### config.mk
export PLATFORM = sky130hd
export DESIGN_NAME = voxel_brick_mirror_canonicalizer
export DESIGN_NICKNAME = d
export VERILOG_FILES = /design/src/rtl/vbmc_pkg.sv /design/src/rtl/vbmc_child.sv /design/src/rtl/voxel_brick_mirror_canonicalizer.sv
export SDC_FILE = /design/constraint.sdc
export NUM_CORES = 1
export LEC_CHECK = 0
export BUFFER_PORTS_ARGS = -buffer_cell sky130_fd_sc_hd__buf_2
export CAP_MARGIN = 40
export CELL_PAD_IN_SITES_DETAIL_PLACEMENT = 1
export CELL_PAD_IN_SITES_GLOBAL_PLACEMENT = 1
export CORE_MARGIN = 8
export CORE_UTILIZATION = 51
export DETAILED_ROUTE_END_ITERATION = 6
export GPL_TIMING_DRIVEN = 0
export MAX_ROUTING_LAYER = met4
export PLACE_DENSITY = 0.89
export SYNTH_ARGS = -nofsm -noshare
export SYNTH_HDL_FRONTEND = slang
export SYNTH_HIERARCHICAL = 1
export SYNTH_SLANG_ARGS = --single-unit
### constraint.sdc
create_clock -name clk -period 42.4 [get_ports clk]
set_input_delay 2.12 -clock clk [delete_from_list [all_inputs] [get_ports clk]]
set_output_delay 2.12 -clock clk [all_outputs]
set_load 0.01 [all_outputs]
### src/rtl/vbmc_pkg.sv
`timescale 1ns / 1ps
`default_nettype none
// ----------------------------------------------------------------------------
// Voxel brick mirror canonicalizer package
// Shared widths and the per-child result type.
// ----------------------------------------------------------------------------
package vbmc_pkg;

  localparam int unsigned NUM_CHILDREN = 8;
  localparam int unsigned CHILD_W      = 8;
  localparam int unsigned MIRROR_W     = 3;
  localparam int unsigned NUM_MIRRORS  = 8;

  localparam int unsigned OCC_W  = NUM_CHILDREN * CHILD_W;
  localparam int unsigned IDS_W  = NUM_CHILDREN * MIRROR_W;
  localparam int unsigned INV_W  = NUM_CHILDREN * CHILD_W;
  localparam int unsigned OUT_W  = OCC_W + IDS_W + INV_W;

  localparam logic [MIRROR_W-1:0] MIRROR_X = 3'd1;
  localparam logic [MIRROR_W-1:0] MIRROR_Y = 3'd2;
  localparam logic [MIRROR_W-1:0] MIRROR_Z = 3'd4;

  typedef struct packed {
    logic [CHILD_W-1:0]  pattern;
    logic [MIRROR_W-1:0] mirror_id;
    logic [CHILD_W-1:0]  inv_mask;
  } child_res_t;

endpackage : vbmc_pkg
`default_nettype wire

### src/rtl/vbmc_child.sv
`timescale 1ns / 1ps
`default_nettype none
// ----------------------------------------------------------------------------
// Child canonicalizer
// Mirrors one 2x2x2 byte eight ways, picks the largest pattern with the
// lowest mirror id and builds the invariance mask.
// ----------------------------------------------------------------------------
module vbmc_child
  import vbmc_pkg::*;
(
  input  wire logic [CHILD_W-1:0] child_byte,
  input  wire logic               ext_mode,
  output child_res_t              res
);

  logic [CHILD_W-1:0] mirrored [NUM_MIRRORS];

  always_comb begin
    for (int t = 0; t < NUM_MIRRORS; t++) begin
      for (int i = 0; i < CHILD_W; i++) begin
        mirrored[t][i ^ t] = child_byte[i];
      end
    end
  end

  always_comb begin
    logic [CHILD_W-1:0]  best;
    logic [MIRROR_W-1:0] best_t;
    logic [CHILD_W-1:0]  inv;
    best   = '0;
    best_t = '0;
    inv    = '0;
    for (int t = 0; t < NUM_MIRRORS; t++) begin
      if (mirrored[t] > best) begin
        best   = mirrored[t];
        best_t = MIRROR_W'(t);
      end
    end
    if (ext_mode) begin
      for (int t = 0; t < NUM_MIRRORS; t++) begin
        inv[t] = (mirrored[t] == child_byte);
      end
    end else begin
      inv[0] = (mirrored[MIRROR_X] == child_byte);
      inv[1] = (mirrored[MIRROR_Y] == child_byte);
      inv[2] = (mirrored[MIRROR_Z] == child_byte);
    end
    res.pattern   = best;
    res.mirror_id = best_t;
    res.inv_mask  = inv;
  end

endmodule : vbmc_child
`default_nettype wire

### src/rtl/voxel_brick_mirror_canonicalizer.sv
`timescale 1ns / 1ps
`default_nettype none
// A word accepted into the input register moves to the result register,
// which drives out_tvalid, when that register is empty or out_tready is high.
// Throughput: one word per cycle while out_tready is high; input register,
// child logic, result register, with ready passed back through both stages.
// Reset: rst_n synchronous active low; clears both stage valids and
// extended_mode.
// ----------------------------------------------------------------------------
// Voxel brick mirror canonicalizer
// Canonicalizes the eight 2x2x2 children of a 4x4x4 occupancy brick under
// axis mirrors.
// ----------------------------------------------------------------------------
module voxel_brick_mirror_canonicalizer
  import vbmc_pkg::*;
(
  input  wire logic             clk,
  input  wire logic             rst_n,
  input  wire logic             cfg_valid,
  output      logic             cfg_ready,
  input  wire logic             cfg_data,      // extended_mode
  input  wire logic             in_tvalid,
  output      logic             in_tready,
  input  wire logic [OCC_W-1:0] in_tdata,      // [63:0] occupancy
  output      logic             out_tvalid,
  input  wire logic             out_tready,
  output      logic [OUT_W-1:0] out_tdata      // [63:0] canonical_patterns,
                                               // [87:64] mirror_ids,
                                               // [151:88] invariance_masks
);

  logic             ext_mode_r;
  logic             s1_valid_r, s1_valid_nxt;
  logic [OCC_W-1:0] s1_occ_r;
  logic             s2_valid_r, s2_valid_nxt;
  logic [OUT_W-1:0] s2_data_r;
  logic [OUT_W-1:0] s2_data_nxt;
  logic             s2_load;
  logic             s1_load;
  child_res_t       child_res [NUM_CHILDREN];

  assign cfg_ready = 1'b1;

  always_ff @(posedge clk) begin
    if (!rst_n) begin
      ext_mode_r <= 1'b0;
    end else if (cfg_valid) begin
      ext_mode_r <= cfg_data;
    end
  end

  assign s2_load   = s1_valid_r && (!s2_valid_r || out_tready);
  assign in_tready = !s1_valid_r || s2_load;
  assign s1_load   = in_tvalid && in_tready;

  always_comb begin
    s1_valid_nxt = s1_valid_r;
    if (s1_load) begin
      s1_valid_nxt = 1'b1;
    end else if (s2_load) begin
      s1_valid_nxt = 1'b0;
    end
    s2_valid_nxt = s2_valid_r;
    if (s2_load) begin
      s2_valid_nxt = 1'b1;
    end else if (out_tready) begin
      s2_valid_nxt = 1'b0;
    end
  end

  for (genvar k = 0; k < NUM_CHILDREN; k++) begin : g_child
    vbmc_child u_child (
      .child_byte (s1_occ_r[k*CHILD_W +: CHILD_W]),
      .ext_mode   (ext_mode_r),
      .res        (child_res[k])
    );
  end

  always_comb begin
    s2_data_nxt = '0;
    for (int k = 0; k < NUM_CHILDREN; k++) begin
      s2_data_nxt[k*CHILD_W +: CHILD_W]                 = child_res[k].pattern;
      s2_data_nxt[OCC_W + k*MIRROR_W +: MIRROR_W]       = child_res[k].mirror_id;
      s2_data_nxt[OCC_W + IDS_W + k*CHILD_W +: CHILD_W] = child_res[k].inv_mask;
    end
  end

  always_ff @(posedge clk) begin
    if (!rst_n) begin
      s1_valid_r <= 1'b0;
      s2_valid_r <= 1'b0;
    end else begin
      s1_valid_r <= s1_valid_nxt;
      s2_valid_r <= s2_valid_nxt;
    end
  end

  always_ff @(posedge clk) begin
    if (s1_load) begin
      s1_occ_r <= in_tdata;
    end
    if (s2_load) begin
      s2_data_r <= s2_data_nxt;
    end
  end

  assign out_tvalid = s2_valid_r;
  assign out_tdata  = s2_data_r;

endmodule : voxel_brick_mirror_canonicalizer
`default_nettype wire

==> key figures, run 1 <==
Outcome
  • Status: complete, no violations

Setup path
  • Crit-path slowest cell: nor4_1
  • Cell mode on critical path: o21ai_0
  • CP max stage delay: 0.84 ns
  • Crit-path max FO: 10
  • Critical path class: reg2reg
  • Crit path launch type: flop
  • Worst endpoint data arrival time: ~18 ns
  • Worst path bufs/invs: 12
  • Worst EP required: between 40 and 50 ns
  • Setup crit end kind: flop
  • Delay-heaviest family, CP: compound AO/OA/AOI/OAI gates

Synth
  • Mapped Cells: 3,378
  • FF+latch count, synth: ~220
  • Sequential area share after synthesis: a little under a quarter
  • Area leader, netlist: edfxtp_1
  • Synth async-reset ratio: 0%
  • Yosys top cell area share: a little under a quarter
  • Main synth FF type: edfxtp_1
  • Mapped Avg Cell Area: around 8.4 um2
  • Top post-synthesis cells by area: edfxtp_1, ha_1, nand2_1
  • Syn Std Cell Area: approximately 0.028 mm2
  • YS warnings: 6
  • Netlist cell types: 84
  • Syn_nets: slightly below 4,000
  • Number of synthesized flops with an enable pin: 216

Global route
  • Initial antenna violation count: 5
  • Vias in the first global route: between 20,000 and 30,000
  • Global-route wire length before repair: roughly 160,000 um
  • GRT Total Usage: 31.7%
  • Gr ovfl total: 0
  • Largest net degree at the start of global routing: 35

Drt
  • WL final: a little over 100,000 um
  • Post-DRT Antenna Nets: 0
  • Via density: between 6 and 7
  • DRC viols: 0
  • Initial DRC Count: ~2,000
  • Via Count: around 28,000
  • WL/cell: approximately 23 um
  • First drt pass iteration count: 5

Clocking
  • CTS Hold Bufs: 0
  • Clock Pin Slew Worst Setup and Hold Paths: about 0.06 ns
  • Num CTS Buffers: 28
  • H-Tree Depth: 1
  • Clock sinks: 219
  • TritonCTS clock tree: done
  • Clock Path Buffers: 3
  • Clock Tree Root: clkbuf_16
  • Worst-Skew Late Latency: about 0.6 ns
  • Setup bufs post-CTS: 0
  • PostCTS Resize Cnt: 0

Floorplan
  • Core Box Area: roughly 0.055 mm2
  • Die area: ~0.064 mm2
  • Initial Util: a little over 50%
  • Die X-Extent: approximately 250 um
  • Site Rows: 86
  • Io pins: 225
  • Vert. Die Dim: 252 um

Placed design
  • Routability congestion estimate: 0.951
  • Inst Count DP: between 4,000 and 5,000
  • Port bufs: 223
  • HPWL after DPL: approximately 80,000 um

Power and ir drop
  • Sw power: between 0.001 and 0.0015 W
  • Clock power share: 9.0%
  • Sequential group share of total power: between 10% and 20%
  • Logic pwr share: 77.3%
  • LEAKAGE: approximately 14 nW
  • Peak supply drop: 0.104 mV
  • Tot Pwr: approximately 0.0028 W
  • Internal: ~0.0014 W
  • Sw Share: roughly half
  • PwrDens: roughly 90 mW/mm2

Timing
  • Crit share post-route: 41.1%
  • Max Freq: 57.4 MHz
  • Tmin final: ~17 ns
  • Slew margin rel.: approximately a third
  • Worst hold slack: around 0.53 ns
  • Sum Neg Setup Slack: 0 ns
  • Max-slew violation count: 0
  • Worst-Margin Slew: about 0.97 ns
  • Final Hold Viols: 0
  • RSZ-0062 raised after global routing: false
  • # setup viols final: 0
  • Final Skew: 0.0183 ns

Layout
  • Layout cells sized above 1: a little over an eighth
  • Non-filler instance count after layout: around 4,400
  • Nets@finish: 4,126
  • Layout area overhead: 11.4%

Run
  • Maxcap violations: 0

Min path
  • HP Class: reg2reg
[worst min-delay path: stages, from the launching register on]
cell and delay [ns]:
dfxtp_1 0.34, nand3b_4 0.09, a21boi_1 0.05
[metrics by stage]
stage | setup slack (ns) | utilization [%] | cell area (um2)
finish | 24.99 | 57.5 | 31700
global route | 23.91 | 57.5 | 31700
CTS | 25.43 | 57.5 | 31700
detailed placement | 25.51 | 55.8 | 30700
global placement | 26.31 | 55.4 | 30500
floorplan | 28.99 | - | 28500
[layer usage]
metal	part of all wire [%]	vias up	track usage [%]
li1	-	13100	-
met1	42	13700	39.5
met2	47	1123	51.9
met3	7.4	304	4.92
met4	3.9	0	11.6
met5	0	-	-
[power groups by stage]
stage / clock [W] / combinational [W] / sequential [W]
after global routing: 0.000268 / 0.00241 / 0.000395
after CTS: 0.000262 / 0.00216 / 0.000390
after detailed placement: 0 / 0.00213 / 0.000393
after floorplan: 0 / 0.00154 / 0.000406
after global placement: 0 / 0.00202 / 0.000393
final: 0.000256 / 0.00220 / 0.000391
[final timing paths]
check | end | startpoint | slack (ns) | cells past startpoint
worst max-delay path | out_tdata[71]$_DFFE_PP_ | s1_occ_r[20]$_DFFE_PP_ | 24.99 | 68
worst min-delay path | s1_valid_r$_SDFFE_PN0P_ | out_tvalid$_SDFFE_PN0P_ | 0.53 | 2
worst max register to register | out_tdata[71]$_DFFE_PP_ | s1_occ_r[20]$_DFFE_PP_ | 24.99 | 68
worst min register to register | s1_valid_r$_SDFFE_PN0P_ | out_tvalid$_SDFFE_PN0P_ | 0.53 | 2
[cells in the final DEF (no fill, tap or decap), types with 36 or more instances in the layout]
master	n
a21o_1	94
a21oi_1	204
a31oi_1	52
and2_1	36
buf_2	259
clkbuf_1	111
edfxtp_1	216
ha_1	416
inv_1	236
mux2_2	69
mux2i_1	77
nand2_1	370
nand3_1	89
nand4_1	46
nor2_1	114
nor2b_1	57
nor3_1	43
o21ai_0	260
o22ai_1	83
o31ai_1	42
xnor2_1	109
xor2_1	66
[registers in the layout, indices dropped and copies added, names as in the netlist]
| name | cells |
|---|---|
| out_tdata | 152 |
| ext_mode_r | 1 |
| s1_valid_r | 1 |
| out_tvalid | 1 |
| s1_occ_r | 64 |
[layout make-up]
| cell class | instances | area, um2 |
|---|---|---|
| fill | 6750 | 23400 |
| multi-input combinational | 2718 | 20200 |
| sequential | 219 | 6550 |
| timing repair buffer | 232 | 1320 |
| inverter | 255 | 957 |
| tap | 748 | 936 |
| buffer | 186 | 815 |
| clock buffer | 35 | 758 |
| clock inverter | 17 | 205 |
| antenna | 5 | 12.5 |
[cells in the mapped netlist, types with 43 or more instances]
cell type and count:
a21o_1 94, a21oi_1 205, a31oi_1 52, clkbuf_1 106, edfxtp_1 216, ha_1 416
inv_1 236, mux2_2 69, mux2i_1 77, nand2_1 370, nand3_1 89, nand4_1 46
nor2_1 114, nor2b_1 58, nor3_1 43, o21ai_0 260, o22ai_1 83, xnor2_1 109
xor2_1 66
[kinds of logic after synthesis]
| logic type | synth area share [%] |
|---|---|
| compound gates | 24.2 |
| xor+xnor | 5.39 |
| fa+ha+maj | 18.3 |
| buf+inv | 6.23 |
| flops | 23.0 |
| mux | 7.01 |
| other cells | 0.0132 |
| simple gates | 15.9 |
(Power assumes the default switching activity.)
==> run 2: changes to the inputs <==
Settings changed: CORE_UTILIZATION 51 to 48, PLACE_DENSITY 0.89 to 0.84.
Clock period 42.4 ns to 17.62 ns, I/O delays scaled along.
==> run 2 against run 1 <==
Register-to-register slack got worse by 24 ns. Count of clock-buffer cells in the layout grew 1. Total power increased by 140%. Hold slack worse by 0.069 ns. Largest cell class unchanged. Non-clock buffer count is 7 higher. Wire length fell by 3.4%. Sequential share of layout area barely moved. Combinational power grew 140%. Setup slack worse by 24 ns. Clock power up 130%.
==> key figures, run 2 (same netlist as run 1, synthesis figures left out) <==
Timing
  • Crit share post-route: 93.8% (+53 points)
  • Sum Neg Setup Slack: 0 ns (unchanged)
  • Max-slew violation count: 0 (unchanged)
  • Slew margin rel.: 41.5% (+6.5 points)
  • Final Skew: 0.0225 ns (+0.00421 ns)
  • Final Hold Viols: 0 (unchanged)
  • Tmin final: 16.53 ns (-0.881 ns)
  • Min setup slack post-route: 1.09 ns (-23.90 ns)
  • Max Freq: 60.5 MHz (+5.3%)
  • # setup viols final: 0 (unchanged)
  • Worst-Margin Slew: 0.870 ns (-0.0973 ns)

Setup path
  • Crit path launch: s1_occ_r[35]$_DFFE_PP_
  • Cell mode on critical path: o21ai_0
  • Worst Setup EP: out_tdata[77]$_DFFE_PP_
  • Worst r2r path cells: 69 (+1.5%)
  • CP max stage delay: 0.68 ns (-0.16 ns)
  • Worst endpoint data arrival time: 16.86 ns (-0.89 ns)
  • Flop2flop setup slack: 1.09 ns (-23.90 ns)
  • Setup crit end kind: flop
  • Critical path class: reg2reg
  • Crit-path slowest cell: edfxtp_1
  • Worst EP required: 17.94 ns (-24.80 ns)
  • Reg2reg start: s1_occ_r[35]$_DFFE_PP_
  • Crit path launch type: flop
  • Crit-path max FO: 10 (unchanged)
  • Worst r2r dst: out_tdata[77]$_DFFE_PP_

Power and ir drop
  • PwrDens: 211 mW/mm2 (+140%)
  • Internal: 0.00328 W (+140%)
  • Sw power: 0.00343 W (+130%)
  • Sw Share: 51.2% (-0.71 points)
  • Tot Pwr: 0.00671 W (+140%)
  • LEAKAGE: 13.9 nW (+0.20%)
  • Peak supply drop: 0.245 mV (+130%)
  • Clock power share: 8.7% (-0.3 points)
  • Logic pwr share: 77.6% (+0.3 points)
  • Sequential group share of total power: 13.7% (about the same)

Drt
  • First drt pass iteration count: 6 (+1)
  • Initial DRC Count: 1,940 (-1.2%)
  • WL final: 98,800 um (-3.4%)
  • Via density: 6.25 (-2.3%)
  • Post-DRT Antenna Nets: 0 (unchanged)
  • DRC viols: 0 (unchanged)
  • Via Count: 27,800 (-1.6%)
  • WL/cell: 22.2 um (-4.1%)

Layout
  • Largest register FFs: 152 (unchanged)
  • Commonest non-fill, non-tap cell in the layout: ha_1
  • Layout area overhead: 11.6%
  • Layout Utilization: 54.0% (-3.5 points)
  • Fin area: 0.0318 mm2 (+0.15%)
  • Most frequent cells in the layout: ha_1, nand2_1, buf_2, o21ai_0, inv_1
  • Nets@finish: 4,133 (+0.17%)
  • Layout cells sized above 1: 14.3% (+0.56 points)

Clocking
  • Clock Pin Slew Worst Setup and Hold Paths: 0.07 ns (about the same)
  • CTS Hold Bufs: 0 (unchanged)
  • Clock sinks: 219 (unchanged)
  • Clock Path Buffers: 3 (unchanged)
  • H-Tree Depth: 1 (unchanged)
  • TritonCTS clock tree: done
  • Clock Tree Root: clkbuf_16
  • Num CTS Buffers: 28 (unchanged)
  • Worst-Skew Late Latency: 0.59 ns (about the same)

Global route
  • Gr ovfl total: 0 (unchanged)
  • Global-route wire length before repair: 158,000 um (-2.0%)
  • Initial antenna violation count: 9 (+4)
  • Vias in the first global route: 28,900 (-1.3%)
  • Largest net degree at the start of global routing: 34 (-2.9%)
  • GRT Total Usage: 29.1% (-2.6 points)

Floorplan
  • Core Box Area: 0.0588 mm2 (+6.7%)
  • Site Rows: 89 (+3.5%)
  • Initial Util: 48.4% (-3.3 points)
  • Die area: 0.0673 mm2 (+5.8%)
  • Io pins: 225 (unchanged)
  • Vert. Die Dim: 259 um (+2.9%)
  • Die X-Extent: 259 um (+2.9%)

Placed design
  • HPWL after DPL: 75,300 um (-3.5%)
  • Placed cell areas: 0.0308 mm2 (about the same)
  • Port bufs: 223 (unchanged)
  • Dpl ws: 0.722 ns (-24.79 ns)
  • Routability congestion estimate: 0.960 (+0.86%)

Run
  • Maxcap violations: 0 (unchanged)

Min path
  • HP Class: in2reg

Outcome
  • Status: complete, no violations
run 2: critical path: cells and delay by family, from the launching register on:
family | cells | cell delay, ns
mux | 3 | 1.01
fa+ha+maj | 7 | 2.12
simple gates | 18 | 2.74
buf+inv | 12 | 3.19
flops | 1 | 0.68
compound gates | 29 | 6.52
run 2: layout make-up:
cell class              instances  area [um2]
multi-input cells            2718       20200
repair buffers                239        1350
clock buffers                  36         752
plain buffers                 186         832
diodes                          6        15.0
flip-flops and latches        219        6550
well taps                     773         967
clock inverters                13         148
inverters                     255         976
fillers                      7180       27000
run 2: power groups by stage:
| stage | combinational (W) | clock (W) | sequential, W |
|---|---|---|---|
| CTS | 0.00513 | 0.000593 | 0.000922 |
| global route | 0.00575 | 0.000605 | 0.000935 |
| global placement | 0.00486 | 0 | 0.000933 |
| detailed placement | 0.00506 | 0 | 0.000930 |
| finish | 0.00521 | 0.000581 | 0.000920 |
| floorplan | 0.00370 | 0 | 0.000978 |
run 2: routing by layer:
metal	wire length [um]	global-route usage, %	vias to the layer above
met2	47600	49.6	916
met4	3030	8.76	0
met1	42600	36.2	13500
met5	0	-	-
li1	-	-	13100
met3	5550	3.12	238
run 2: metrics by stage:
| step | std cells | hold slack [ns] |
|---|---|---|
| after floorplan | 3378 | 0.529 |
| after global placement | 4374 | 0.522 |
| after detailed placement | 4384 | 0.525 |
| after CTS | 4433 | 0.438 |
| after global routing | 4444 | 0.456 |
| final | 4445 | 0.465 |
run 2: worst min-delay path by stage:
stage,start,to,slack (ns),depth (start not counted)
4_1_cts,in_tdata[3],s1_occ_r[3]$_DFFE_PP_,0.44,1
3_5_place_dp,out_tvalid$_SDFFE_PN0P_,s1_valid_r$_SDFFE_PN0P_,0.53,2
5_1_grt,in_tdata[7],s1_occ_r[7]$_DFFE_PP_,0.46,1
6_report,in_tdata[3],s1_occ_r[3]$_DFFE_PP_,0.47,1
2_1_floorplan,s1_valid_r$_SDFFE_PN0P_,s1_valid_r$_SDFFE_PN0P_,0.53,2
3_3_place_gp,out_tvalid$_SDFFE_PN0P_,s1_valid_r$_SDFFE_PN0P_,0.52,2
run 2: repair_timing:
| action | in CTS | in global routing |
|---|---|---|
| setup buffers | 0 | 6 |
| endpoints found under the setup margin | 0 | 46 |
| gates resized for setup | 0 | 31 |
